===== src/sv/coalesced_hash_table_top_macros.svh =====
// Assertion macros shared by the coalesced hash table RTL
`ifndef COALESCED_HASH_TABLE_TOP_MACROS_SVH
`define COALESCED_HASH_TABLE_TOP_MACROS_SVH

// Same-cycle implication, sampled on clk, quiet while rst_n is low
`define CHT_ASSERT_IMP(label, ante, cons, msg) \
    label: assert property (@(posedge clk) disable iff (!rst_n) (ante) |-> (cons)) \
        else $error(msg);

// Next-cycle implication, sampled on clk, quiet while rst_n is low
`define CHT_ASSERT_NXT(label, ante, cons, msg) \
    label: assert property (@(posedge clk) disable iff (!rst_n) (ante) |=> (cons)) \
        else $error(msg);

`endif


===== src/sv/cht_pkg.sv =====
// Shared types and constants for the coalesced hash table
package cht_pkg;

    localparam int TABLE_SIZE_DEF = 64;
    localparam int KEY_W          = 32;
    localparam int SLOT_W         = 6;
    localparam int STATUS_W       = 3;

    typedef enum logic [0:0] {
        OP_INSERT = 1'b0,
        OP_FIND   = 1'b1
    } cht_op_t;

    typedef enum logic [STATUS_W-1:0] {
        STAT_INSERTED  = 3'd0,
        STAT_DUPLICATE = 3'd1,
        STAT_FULL      = 3'd2,
        STAT_FOUND     = 3'd3,
        STAT_NOT_FOUND = 3'd4
    } cht_status_t;

    typedef enum logic [2:0] {
        S_CLEAR,
        S_IDLE,
        S_MOD,
        S_RD,
        S_CHK,
        S_PRB_RD,
        S_PRB_CHK,
        S_DONE
    } cht_state_t;

    // Write strobes and flag data for the slot store
    typedef struct packed {
        logic slot_we;
        logic used_wd;
        logic link_we;
        logic lv_wd;
    } cht_wr_t;

endpackage


===== src/sv/cht_mod_unit.sv =====
// Key modulo table size by reciprocal multiplication and one correcting subtract
module cht_mod_unit
    import cht_pkg::*;
#(
    parameter int TABLE_SIZE = TABLE_SIZE_DEF
)
(
    input  logic                          clk,
    input  logic                          rst_n,
    input  logic                          start,
    input  logic [KEY_W-1:0]              dividend,
    output logic                          done,
    output logic [$clog2(TABLE_SIZE)-1:0] remainder
);

    localparam int IDXW = $clog2(TABLE_SIZE);
    localparam int RW   = IDXW + 1;
    localparam int PW   = 2 * KEY_W;
    // Reciprocal rounded down: the quotient estimate is exact or one short
    localparam logic [KEY_W-1:0] RECIP = KEY_W'((PW'(1) << KEY_W) / PW'(TABLE_SIZE));
    localparam logic [KEY_W-1:0] TS_K  = KEY_W'(TABLE_SIZE);
    localparam logic [RW-1:0]    TS_R  = RW'(TABLE_SIZE);

    logic [3:0]       stage_reg, stage_next;
    logic [KEY_W-1:0] num_reg,   num_next;
    logic [PW-1:0]    prod_reg,  prod_next;
    logic [KEY_W-1:0] qd_reg,    qd_next;
    logic [RW-1:0]    rem_reg,   rem_next;
    logic [KEY_W-1:0] diff;
    logic [RW-1:0]    rem_raw;

    // Quotient estimate times table size never exceeds the key, and the difference
    // stays below twice the table size
    assign diff    = num_reg - qd_reg;
    assign rem_raw = diff[RW-1:0];

    always_comb
    begin
        stage_next = {stage_reg[2:0], start};
        num_next   = start ? dividend : num_reg;
        prod_next  = PW'(num_reg) * PW'(RECIP);
        qd_next    = prod_reg[PW-1:KEY_W] * TS_K;
        // Correct an estimate that came out one short
        rem_next   = (rem_raw >= TS_R) ? (rem_raw - TS_R) : rem_raw;
    end

    always_ff @(posedge clk or negedge rst_n)
    begin
        if (!rst_n)
        begin
            stage_reg <= '0;
        end
        else
        begin
            stage_reg <= stage_next;
        end
    end

    always_ff @(posedge clk)
    begin
        num_reg  <= num_next;
        prod_reg <= prod_next;
        qd_reg   <= qd_next;
        rem_reg  <= rem_next;
    end

    assign done      = stage_reg[3];
    assign remainder = rem_reg[IDXW-1:0];

endmodule


===== src/sv/cht_mem.sv =====
// Slot store: key, used flag, link and link-valid flag per slot
module cht_mem
    import cht_pkg::*;
#(
    parameter int TABLE_SIZE = TABLE_SIZE_DEF
)
(
    input  logic                          clk,
    input  logic [$clog2(TABLE_SIZE)-1:0] raddr,
    input  cht_wr_t                       wr,
    input  logic [$clog2(TABLE_SIZE)-1:0] slot_waddr,
    input  logic [KEY_W-1:0]              key_wdata,
    input  logic [$clog2(TABLE_SIZE)-1:0] link_waddr,
    input  logic [$clog2(TABLE_SIZE)-1:0] link_wdata,
    output logic [KEY_W-1:0]              rd_key,
    output logic                          rd_used,
    output logic [$clog2(TABLE_SIZE)-1:0] rd_link,
    output logic                          rd_lv
);

    localparam int IDXW = $clog2(TABLE_SIZE);

    logic [KEY_W-1:0] key_mem  [TABLE_SIZE];
    logic             used_mem [TABLE_SIZE];
    logic [IDXW-1:0]  link_mem [TABLE_SIZE];
    logic             lv_mem   [TABLE_SIZE];

    always_ff @(posedge clk)
    begin
        if (wr.slot_we)
        begin
            key_mem[slot_waddr]  <= key_wdata;
            used_mem[slot_waddr] <= wr.used_wd;
        end
        if (wr.link_we)
        begin
            link_mem[link_waddr] <= link_wdata;
            lv_mem[link_waddr]   <= wr.lv_wd;
        end
        rd_key  <= key_mem[raddr];
        rd_used <= used_mem[raddr];
        rd_link <= link_mem[raddr];
        rd_lv   <= lv_mem[raddr];
    end

endmodule


===== src/sv/coalesced_hash_table_top.sv =====
// Coalesced hash table: an item is accepted, its home slot is found (key modulo TABLE_SIZE by
// reciprocal multiplication, a multiply back and one correcting subtract), each slot visited on
// the chain and each linear probe is a read and a check of the slot store (one read port with
// registered data), and the result is handed to the output register. One item is worked on at
// a time and in_stall is high until its result is loaded. After reset a clearing pass over every
// slot resets the used and link flags, and no item is taken during it.
`include "coalesced_hash_table_top_macros.svh"

module coalesced_hash_table_top
    import cht_pkg::*;
#(
    parameter int TABLE_SIZE = TABLE_SIZE_DEF
)
(
    input  logic                clk,
    input  logic                rst_n,
    input  logic                in_valid,
    output logic                in_stall,
    input  logic                opcode,
    input  logic [KEY_W-1:0]    search_key,
    output logic                out_valid,
    input  logic                out_stall,
    output logic [STATUS_W-1:0] status,
    output logic [SLOT_W-1:0]   slot_index
);

    localparam int IDXW = $clog2(TABLE_SIZE);
    localparam int RW   = IDXW + 1;
    localparam logic [RW-1:0]   TS_R = RW'(TABLE_SIZE);
    localparam logic [IDXW-1:0] LAST = IDXW'(TABLE_SIZE - 1);

    cht_state_t       state_reg, state_next;
    cht_op_t          op_reg,    op_next;
    logic [KEY_W-1:0] key_reg,   key_next;
    logic [IDXW-1:0]  cur_reg,   cur_next;
    logic [RW-1:0]    steps_reg, steps_next;
    logic [IDXW-1:0]  tail_reg,  tail_next;
    logic [IDXW-1:0]  prb_reg,   prb_next;
    logic [IDXW-1:0]  pcnt_reg,  pcnt_next;
    cht_status_t      res_status_reg, res_status_next;
    logic [IDXW-1:0]  res_slot_reg,   res_slot_next;
    logic             out_valid_reg,  out_valid_next;
    logic [STATUS_W-1:0] status_reg,  status_next;
    logic [SLOT_W-1:0]   slot_reg,    slot_next;
    logic [IDXW+SLOT_W-1:0] slot_ext;

    logic             out_load;
    logic             mod_start;
    logic             mod_done;
    logic [IDXW-1:0]  mod_rem;
    logic [IDXW-1:0]  cur_inc;
    logic [IDXW-1:0]  prb_inc;
    logic             key_hit;

    logic [IDXW-1:0]  raddr;
    cht_wr_t          wr;
    logic [IDXW-1:0]  slot_waddr;
    logic [KEY_W-1:0] key_wdata;
    logic [IDXW-1:0]  link_waddr;
    logic [IDXW-1:0]  link_wdata;
    logic [KEY_W-1:0] rd_key;
    logic             rd_used;
    logic [IDXW-1:0]  rd_link;
    logic             rd_lv;

    cht_mod_unit #(
        .TABLE_SIZE (TABLE_SIZE)
    ) u_mod (
        .clk       (clk),
        .rst_n     (rst_n),
        .start     (mod_start),
        .dividend  (search_key),
        .done      (mod_done),
        .remainder (mod_rem)
    );

    cht_mem #(
        .TABLE_SIZE (TABLE_SIZE)
    ) u_mem (
        .clk        (clk),
        .raddr      (raddr),
        .wr         (wr),
        .slot_waddr (slot_waddr),
        .key_wdata  (key_wdata),
        .link_waddr (link_waddr),
        .link_wdata (link_wdata),
        .rd_key     (rd_key),
        .rd_used    (rd_used),
        .rd_link    (rd_link),
        .rd_lv      (rd_lv)
    );

    assign cur_inc = (cur_reg == LAST) ? '0 : cur_reg + IDXW'(1);
    assign prb_inc = (prb_reg == LAST) ? '0 : prb_reg + IDXW'(1);
    assign key_hit = (rd_key == key_reg);
    assign out_load = (state_reg == S_DONE) && (!out_valid_reg || !out_stall);

    // Next state
    always_comb
    begin
        state_next = state_reg;
        unique case (state_reg)
            S_CLEAR:
            begin
                if (cur_reg == LAST)
                begin
                    state_next = S_IDLE;
                end
            end
            S_IDLE:
            begin
                if (in_valid)
                begin
                    state_next = S_MOD;
                end
            end
            S_MOD:
            begin
                if (mod_done)
                begin
                    state_next = S_RD;
                end
            end
            S_RD:
            begin
                state_next = S_CHK;
            end
            S_CHK:
            begin
                priority if (!rd_used || key_hit)
                begin
                    state_next = S_DONE;
                end
                else if (rd_lv && (steps_reg < TS_R))
                begin
                    state_next = S_RD;
                end
                else if (op_reg == OP_FIND)
                begin
                    state_next = S_DONE;
                end
                else
                begin
                    state_next = S_PRB_RD;
                end
            end
            S_PRB_RD:
            begin
                state_next = S_PRB_CHK;
            end
            S_PRB_CHK:
            begin
                if (!rd_used || (pcnt_reg == LAST))
                begin
                    state_next = S_DONE;
                end
                else
                begin
                    state_next = S_PRB_RD;
                end
            end
            S_DONE:
            begin
                if (out_load)
                begin
                    state_next = S_IDLE;
                end
            end
            default:
            begin
                state_next = S_IDLE;
            end
        endcase
    end

    // Datapath and store control
    always_comb
    begin
        op_next         = op_reg;
        key_next        = key_reg;
        cur_next        = cur_reg;
        steps_next      = steps_reg;
        tail_next       = tail_reg;
        prb_next        = prb_reg;
        pcnt_next       = pcnt_reg;
        res_status_next = res_status_reg;
        res_slot_next   = res_slot_reg;
        mod_start       = 1'b0;
        raddr           = cur_reg;
        wr              = '0;
        slot_waddr      = cur_reg;
        key_wdata       = key_reg;
        link_waddr      = tail_reg;
        link_wdata      = prb_reg;
        unique case (state_reg)
            S_CLEAR:
            begin
                wr.slot_we = 1'b1;
                wr.link_we = 1'b1;
                link_waddr = cur_reg;
                cur_next   = cur_inc;
            end
            S_IDLE:
            begin
                if (in_valid)
                begin
                    op_next    = cht_op_t'(opcode);
                    key_next   = search_key;
                    steps_next = '0;
                    mod_start  = 1'b1;
                end
            end
            S_MOD:
            begin
                if (mod_done)
                begin
                    cur_next = mod_rem;
                end
            end
            S_RD:
            begin
                raddr = cur_reg;
            end
            S_CHK:
            begin
                priority if (!rd_used)
                begin
                    // Only the home slot can be empty here
                    if (op_reg == OP_FIND)
                    begin
                        res_status_next = STAT_NOT_FOUND;
                        res_slot_next   = '0;
                    end
                    else
                    begin
                        wr.slot_we      = 1'b1;
                        wr.used_wd      = 1'b1;
                        res_status_next = STAT_INSERTED;
                        res_slot_next   = cur_reg;
                    end
                end
                else if (key_hit)
                begin
                    if (op_reg == OP_FIND)
                    begin
                        res_status_next = STAT_FOUND;
                        res_slot_next   = cur_reg;
                    end
                    else
                    begin
                        res_status_next = STAT_DUPLICATE;
                        res_slot_next   = '0;
                    end
                end
                else if (rd_lv && (steps_reg < TS_R))
                begin
                    cur_next   = rd_link;
                    steps_next = steps_reg + RW'(1);
                end
                else
                begin
                    // End of chain: miss for a find, start probing after the tail for an insert
                    res_status_next = STAT_NOT_FOUND;
                    res_slot_next   = '0;
                    tail_next       = cur_reg;
                    prb_next        = cur_inc;
                    pcnt_next       = IDXW'(1);
                end
            end
            S_PRB_RD:
            begin
                raddr = prb_reg;
            end
            S_PRB_CHK:
            begin
                priority if (!rd_used)
                begin
                    wr.slot_we      = 1'b1;
                    wr.used_wd      = 1'b1;
                    wr.link_we      = 1'b1;
                    wr.lv_wd        = 1'b1;
                    slot_waddr      = prb_reg;
                    link_waddr      = tail_reg;
                    link_wdata      = prb_reg;
                    res_status_next = STAT_INSERTED;
                    res_slot_next   = prb_reg;
                end
                else if (pcnt_reg == LAST)
                begin
                    res_status_next = STAT_FULL;
                    res_slot_next   = '0;
                end
                else
                begin
                    prb_next  = prb_inc;
                    pcnt_next = pcnt_reg + IDXW'(1);
                end
            end
            S_DONE:
            begin
                raddr = cur_reg;
            end
            default:
            begin
                raddr = cur_reg;
            end
        endcase
    end

    // Output register: hold while stalled, load when free or draining
    assign slot_ext       = {{SLOT_W{1'b0}}, res_slot_reg};
    assign out_valid_next = out_load || (out_valid_reg && out_stall);
    assign status_next    = out_load ? res_status_reg : status_reg;
    assign slot_next      = out_load ? slot_ext[SLOT_W-1:0] : slot_reg;

    always_ff @(posedge clk or negedge rst_n)
    begin
        if (!rst_n)
        begin
            state_reg     <= S_CLEAR;
            cur_reg       <= '0;
            steps_reg     <= '0;
            pcnt_reg      <= '0;
            out_valid_reg <= 1'b0;
        end
        else
        begin
            state_reg     <= state_next;
            cur_reg       <= cur_next;
            steps_reg     <= steps_next;
            pcnt_reg      <= pcnt_next;
            out_valid_reg <= out_valid_next;
        end
    end

    always_ff @(posedge clk)
    begin
        op_reg         <= op_next;
        key_reg        <= key_next;
        tail_reg       <= tail_next;
        prb_reg        <= prb_next;
        res_status_reg <= res_status_next;
        res_slot_reg   <= res_slot_next;
        status_reg     <= status_next;
        slot_reg       <= slot_next;
    end

    assign in_stall   = (state_reg != S_IDLE);
    assign out_valid  = out_valid_reg;
    assign status     = status_reg;
    assign slot_index = slot_reg;

    `CHT_ASSERT_NXT(a_accept_starts_mod, in_valid && !in_stall, state_reg == S_MOD,
        "accepted transfer did not start the modulo step")
    `CHT_ASSERT_IMP(a_zero_slot, out_valid && (status == STAT_DUPLICATE ||
        status == STAT_FULL || status == STAT_NOT_FOUND), slot_index == '0,
        "non-zero slot reported with a failing status")
    `CHT_ASSERT_IMP(a_steps_bound, state_reg == S_CHK, steps_reg <= TS_R,
        "chain walk ran past the table size")
    `CHT_ASSERT_NXT(a_probe_insert, state_reg == S_PRB_CHK && !rd_used,
        state_reg == S_DONE && res_status_reg == STAT_INSERTED,
        "empty probe slot did not finish as an insert")
    `CHT_ASSERT_IMP(a_result_from_done, $rose(out_valid), $past(state_reg) == S_DONE,
        "result appeared outside the done state")

endmodule


===== config.mk =====
export PLATFORM = sky130hd
export DESIGN_NAME = coalesced_hash_table_top
export DESIGN_NICKNAME = d
export VERILOG_FILES = /design/src/sv/cht_pkg.sv /design/src/sv/cht_mod_unit.sv /design/src/sv/cht_mem.sv /design/src/sv/coalesced_hash_table_top.sv
export VERILOG_INCLUDE_DIRS = /design/src /design/src/sv
export SDC_FILE = /design/constraint.sdc
export NUM_CORES = 2
export LEC_CHECK = 0
export ABC_AREA = 1
export BUFFER_PORTS_ARGS = -buffer_cell sky130_fd_sc_hd__buf_2
export CAP_MARGIN = 40
export CORE_MARGIN = 8
export CORE_UTILIZATION = 35
export CTS_CLUSTER_DIAMETER = 100
export CTS_CLUSTER_SIZE = 10
export DETAILED_ROUTE_END_ITERATION = 12
export GPL_TIMING_DRIVEN = 0
export REMOVE_ABC_BUFFERS = 1
export SYNTH_ARGS = -nofsm -noshare
export SYNTH_HDL_FRONTEND = slang
export SYNTH_HIERARCHICAL = 1
export SYNTH_SLANG_ARGS = --single-unit

===== constraint.sdc =====
create_clock -name clk -period 10.55 [get_ports clk]
set_clock_uncertainty 0.2 [all_clocks]
set_input_delay 1.5825 -clock clk [delete_from_list [all_inputs] [get_ports clk]]
set_output_delay 1.5825 -clock clk [all_outputs]
set_load 0.05 [all_outputs]

After elaboration in Yosys (flattened, before gate mapping)
Memory sizes are Yosys's and may differ from the RTL's. A register that Yosys moved wholly into a read port is not among the register bits.
Index checks and enable logic that the tools add are counted.
W data, S select, Z words.
{"block": "classes", "addsub": 6, "n_lt_le_gt_ge": 2, "n_eq_ne": 24, "n_mux": 67, "bitwise_logic": 2, "reduce_logical": 21}
{"op": "$mux W6", "n": 28}
{"op": "$mux W3", "n": 12}
{"op": "$pmux W6 S2", "n": 3}
{"op": "$eq A32 B32 Y1", "n": 1}
{"op": "$mux W7", "n": 4}
{"op": "$pmux W3 S8", "n": 1}
{"op": "$add A6 B1 Y6 const B", "n": 3}
{"op": "$eq A6 B6 Y1 const B", "n": 3}
{"op": "$pmux W6 S3", "n": 1}
{"op": "$ne A2 B2 Y1 const B", "n": 7}
{"op": "$pmux W7 S2", "n": 1}
{"op": "$eq A3 B3 Y1 const B", "n": 4}
{"op": "$mux W2", "n": 5}
{"op": "$reduce_and A5 Y1", "n": 2}
{"op": "$reduce_and A4 Y1", "n": 2}
{"op": "$add A7 B1 Y7 const B", "n": 1}
{"op": "$ge A7 B7 Y1 const B", "n": 1}
{"op": "$lt A7 B7 Y1 const B", "n": 1}
{"op": "$mux W1", "n": 7}
{"op": "$sub A7 B7 Y7", "n": 1}
{"op": "$eq A3 B2 Y1 const B", "n": 2}
{"op": "$ne A2 B1 Y1 const B", "n": 3}
{"op": "$pmux W3 S2", "n": 1}
{"op": "$reduce_and A6 Y1", "n": 1}
{"op": "17 further kinds", "n": 27}
{"block": "word_totals", "register_bits": 111, "ram_bits": 2560, "inputBits": 37, "out_inout_bits": 11, "mem_count": 4}
{"name": "u_mem.key_mem", "words": 64, "width": 32, "read_ports": 1, "rd_ports_with_merged_regs": 1, "write_ports": 1, "line_no": "cht_mem.sv:23", "rtl": "logic [KEY_W-1:0] key_mem [TABLE_SIZE];"}
{"name": "u_mem.link_mem", "words": 64, "width": 6, "read_ports": 1, "rd_ports_with_merged_regs": 1, "write_ports": 1, "line_no": "cht_mem.sv:25", "rtl": "logic [IDXW-1:0] link_mem [TABLE_SIZE];"}
{"name": "u_mem.lv_mem", "words": 64, "width": 1, "read_ports": 1, "rd_ports_with_merged_regs": 1, "write_ports": 1, "line_no": "cht_mem.sv:26", "rtl": "logic lv_mem [TABLE_SIZE];"}
{"name": "u_mem.used_mem", "words": 64, "width": 1, "read_ports": 1, "rd_ports_with_merged_regs": 1, "write_ports": 1, "line_no": "cht_mem.sv:24", "rtl": "logic used_mem [TABLE_SIZE];"}

Longest topological paths before layout
{"block": "logic_depth", "word_depth": 6, "ltp_mapped": 17, "ltp_nobuf": 14}

Modules after synthesis
Netlist, hierarchy kept.
{"module": "cht_mem", "instances": 1, "cells_per_inst": 8557, "area_per_inst_um2": 103534.3, "seq_area_each_um2": 77674.5}
{"module": "coalesced_hash_table_top", "instances": 1, "cells_per_inst": 533, "area_per_inst_um2": 4600.7, "seq_area_each_um2": 2467.4}
{"module": "cht_mod_unit", "instances": 1, "cells_per_inst": 16, "area_per_inst_um2": 400.4, "seq_area_each_um2": 400.4}

Least setup slack after synthesis
No wires, ideal clock.
{"block": "synth_timing", "path_type": "flip-flop to flip-flop", "startpoint": "register state_reg[0]", "endpoint": "memory u_mem.key_mem[48][0], enable pin", "t_arrival_ns": 5.500, "slack_ns": 4.344, "path_stages_with_launch": 13, "n_path_buf": 3, "synth_period_minus_slack_ns": 6.206, "cell_sequence": "dfrtp_1 inv_2 nand2_4 nor2_8 inv_2 buf_6 nor2_2 buf_2 inv_1 nand3_1 clkbuf_1 nand3_1 nor4_1"}
{"element": "start: declaration", "line_no": "coalesced_hash_table_top.sv:32", "rtl": "cht_state_t state_reg, state_next;"}
{"element": "start signal: assignment", "line_no": "coalesced_hash_table_top.sv:328", "rtl": "state_reg <= state_next;"}
{"element": "end: declaration", "line_no": "cht_mem.sv:23"}

Worst setup path after layout
{"block": "layout_timing", "startpoint": "register state_reg[0]", "endpoint": "register u_mem.rd_key[15], read port of u_mem.key_mem"}
{"block": "layout_via", "elab_chain_len": 2}
{"element": "$eq A3 B3 Y1", "line_no": "coalesced_hash_table_top.sv:195", "rtl": "unique case (state_reg)"}
{"element": "$mux W6", "line_no": "coalesced_hash_table_top.sv:195"}
{"element": "named net raddr[0]", "line_no": "coalesced_hash_table_top.sv:55", "rtl": "logic [IDXW-1:0] raddr;"}
{"element": "end: declaration", "line_no": "cht_mem.sv:15", "rtl": "output logic [KEY_W-1:0] rd_key,"}
The timed path passes the listed nets, and every way through them passes these cells.
A chain may end at the register's enable or synchronous reset.

==> flow_summary.json <==
{
  "post-route-util_pct": 41.7,
  "rows": 204,
  "setup_viol": 0,
  "cts_hold_buf": 0,
  "core_region_area_sq_um": 309000,
  "clock_latency_ps": 930,
  "initial_core_util_pct": 35.2,
  "cts_max_path_buffers": 4,
  "dominantRegCellSynth": "edfxtp_1",
  "ios": 48,
  "r2r_slack_ps": 4360,
  "synthTopCellsByArea": "edfxtp_1 (73%), nand3_1 (11%), nand2_1 (10%)",
  "reg2reg_to": "u_mem/rd_key[15]$_DFF_P_",
  "p_int_mw": 23.3,
  "drc": 0,
  "synth_top_area_share_pct": 72.7,
  "worstHoldPathCells": 0,
  "synth_enable_flop_cells": 2629,
  "syn_avg_cell_area_sq_um": 11.9,
  "critPathMaxFanout": 143,
  "drive_gt1_share_pct": 9.44,
  "layout.cells.most_common": "nand2_1",
  "nNetsFinal": 9349,
  "firstDrtPassIters": 6,
  "min-delay-start": "u_mod/num_reg[1]$_DFFE_PP_",
  "tns_ps": 0,
  "clockPowerShare_pct": 24.5,
  "synth_seq_cells": 2702,
  "ant_nets": 0,
  "endpoint": "u_mem/rd_key[15]$_DFF_P_",
  "drtIter0Drc": 8691,
  "top_regs": "u_mem/key_mem: 2048 flops, u_mem/link_mem: 384 flops",
  "slew_headroom_pct": 34.9,
  "slew_violations": 0,
  "cts_num_sinks": 2702,
  "grt_max_degree": 150,
  "path_cells": "inv_2 -> nor2_1 -> nand2_1 -> nor2_1 -> a21oi_4 -> buf_12 -> buf_12 -> buf_16 -> inv_8 -> buf_16 -> buf_16 -> buf_16 -> buf_16 -> nand2_1 -> nand3_1 -> nand3_1 -> nand3_1 -> nand3_1 -> nand2_1 -> nand2_1 -> nand2_1",
  "status": "finished clean",
  "layout_common_cells": "nand2_1 (3028), edfxtp_1 (2629), nand3_1 (2421)",
  "max_freq_mhz": 161,
  "largest_reg_flops": 2048,
  "p_comb_share_pct": 41.9,
  "critPathLaunch": "state_reg[0]$_DFFE_PN0P_",
  "cts_tree": "yes",
  "num_vias": 72735,
  "rr_startpoint": "state_reg[0]$_DFFE_PN0P_",
  "clock-root-buffer": "clkbuf_16",
  "slowest_delay_ps": 730,
  "cts_buffers": 321,
  "cts_resized": 0,
  "rr_worst_depth": 21,
  "worst_slew_pin_slew_ps": 975,
  "hpwl_um": 194000,
  "switching_share_pct": 39.5,
  "worstPathArrival_ps": 6760,
  "synthCells": 9106,
  "async_flop_share_pct": 0.999,
  "yosysSeqAreaShare_pct": 74.2,
  "die_h_um": 573,
  "dieArea_sq_um": 328000,
  "ys_warn_count": 6,
  "routedWlPerCell_um": 22.8,
  "pwr_density_cell_nw_per_um2": 300,
  "wirelength_um": 307000,
  "max-cap-violations": 0,
  "hold_class": "reg2reg",
  "holdWs_ps": 141,
  "io_buffers": 47,
  "clk_pin_slew_worst_paths_ps": 60,
  "worstSetupEndpointType": "flop",
  "syn_to_final_growth_pct": 18.5,
  "rsz0062_at_grt": "false",
  "critPathLaunchType": "flop",
  "irDropWorstVdd_v": 0.000266,
  "finalHoldViolations": 0,
  "yosysTopAreaCell": "edfxtp_1",
  "track_usage_pct": 18.0,
  "fin_crit_sh_pct": 58.7,
  "via_per_inst": 5.39,
  "p_leak_nw": 45.3,
  "seqPwrFrac_pct": 33.5,
  "gp_congestion": 0.788,
  "htree_levels": 5,
  "syn_area_sq_um": 109000,
  "synthDistinctLibCells": 40,
  "post-cts-setup-buffers": 0,
  "antenna_found_initial": 4,
  "grt_pass1_wl_um": 453000,
  "grt-ovfl-total": 0,
  "die_x_um": 573,
  "cp.required_ps": 11120,
  "p_sw_mw": 15.2,
  "grt_pass1_vias": 69425,
  "worst-setup-path-type": "reg2reg",
  "min_period_ps": 6190,
  "slowest_stage": "a21oi_4",
  "regMostFlops": "u_mem/key_mem"
}
## worst min-delay path by stage
stage | end
global placement | u_mod/rem_reg[1]$_DFF_P_
detailed placement | u_mod/rem_reg[1]$_DFF_P_
floorplan | u_mod/rem_reg[0]$_DFF_P_
finish | u_mod/rem_reg[1]$_DFF_P_
global route | u_mod/rem_reg[1]$_DFF_P_
CTS | u_mod/rem_reg[1]$_DFF_P_
## synth_stat cells (10+ instances only)
cell type	n
nand2_1	3029
buf_1	49
xor2_1	10
nor3_1	12
nand4_1	12
xnor2_1	20
buf_2	362
dfxtp_1	46
o21ai_0	22
inv_1	83
nand3_1	2421
nor2_1	160
clkbuf_1	154
dfrtp_1	27
edfxtp_1	2629
## through the flow
| stage | cell area (sq um) | power [mW] | instances | setup slack (ps) |
|---|---|---|---|---|
| floorplan | 106000 | 19.9 | 8534 | -171380 |
| global placement | 111000 | 20.7 | 12701 | -460490 |
| detailed placement | 120000 | 29.1 | 13104 | 4550 |
| CTS | 129000 | 38.5 | 13491 | 4530 |
| global route | 129000 | 40.4 | 13492 | 4070 |
| finish | 129000 | 38.5 | 13495 | 4360 |
## metal layers
| metal | routed length, um | GRT usage (%) |
|---|---|---|
| met3 | 25400 | 2.78 |
| met5 | 13 | 0 |
| met4 | 13400 | 7.27 |
| met1 | 126000 | 24.7 |
| met2 | 142000 | 28.6 |
## area by class of cell
cell class              count  area (sq um)
diodes                      3          7.51
clock buffers             377          8330
clock inverters            10           156
fillers                 27688        180000
inverters                  93           382
multi-input cells        5739         25600
flip-flops and latches   2702         80500
well taps                4120          5150
repair buffers            451          8490
## worst max-delay path, delay by kind of cell (launching register included)
kind | cells | cell delay (ps)
compound gates | 1 | 730
flops | 1 | 430
simple gates | 11 | 2020
buf+inv | 9 | 2070
## kinds of logic after synthesis
logic type	Yosys count	share of synthesized area [%]
AO/OA/AOI/OAI	43	0.247
XOR/XNOR	30	0.242
adder cells (fa/ha/maj)	4	0.0461
buffers and inverters	665	2.74
flip-flops	2702	74.2
AND/OR/NAND/NOR	5662	22.5
## power groups by stage
stage                     Combinational, mW  Clock, mW  Sequential [mW]
after floorplan                        6.63          0             13.3
after global placement                 7.04          0             13.6
after detailed placement               15.9          0             13.1
after CTS                              16.0       9.61             12.9
after global routing                   17.5       9.99             12.9
final                                  16.2       9.46             12.9
Power figures use the tool's default switching activity.
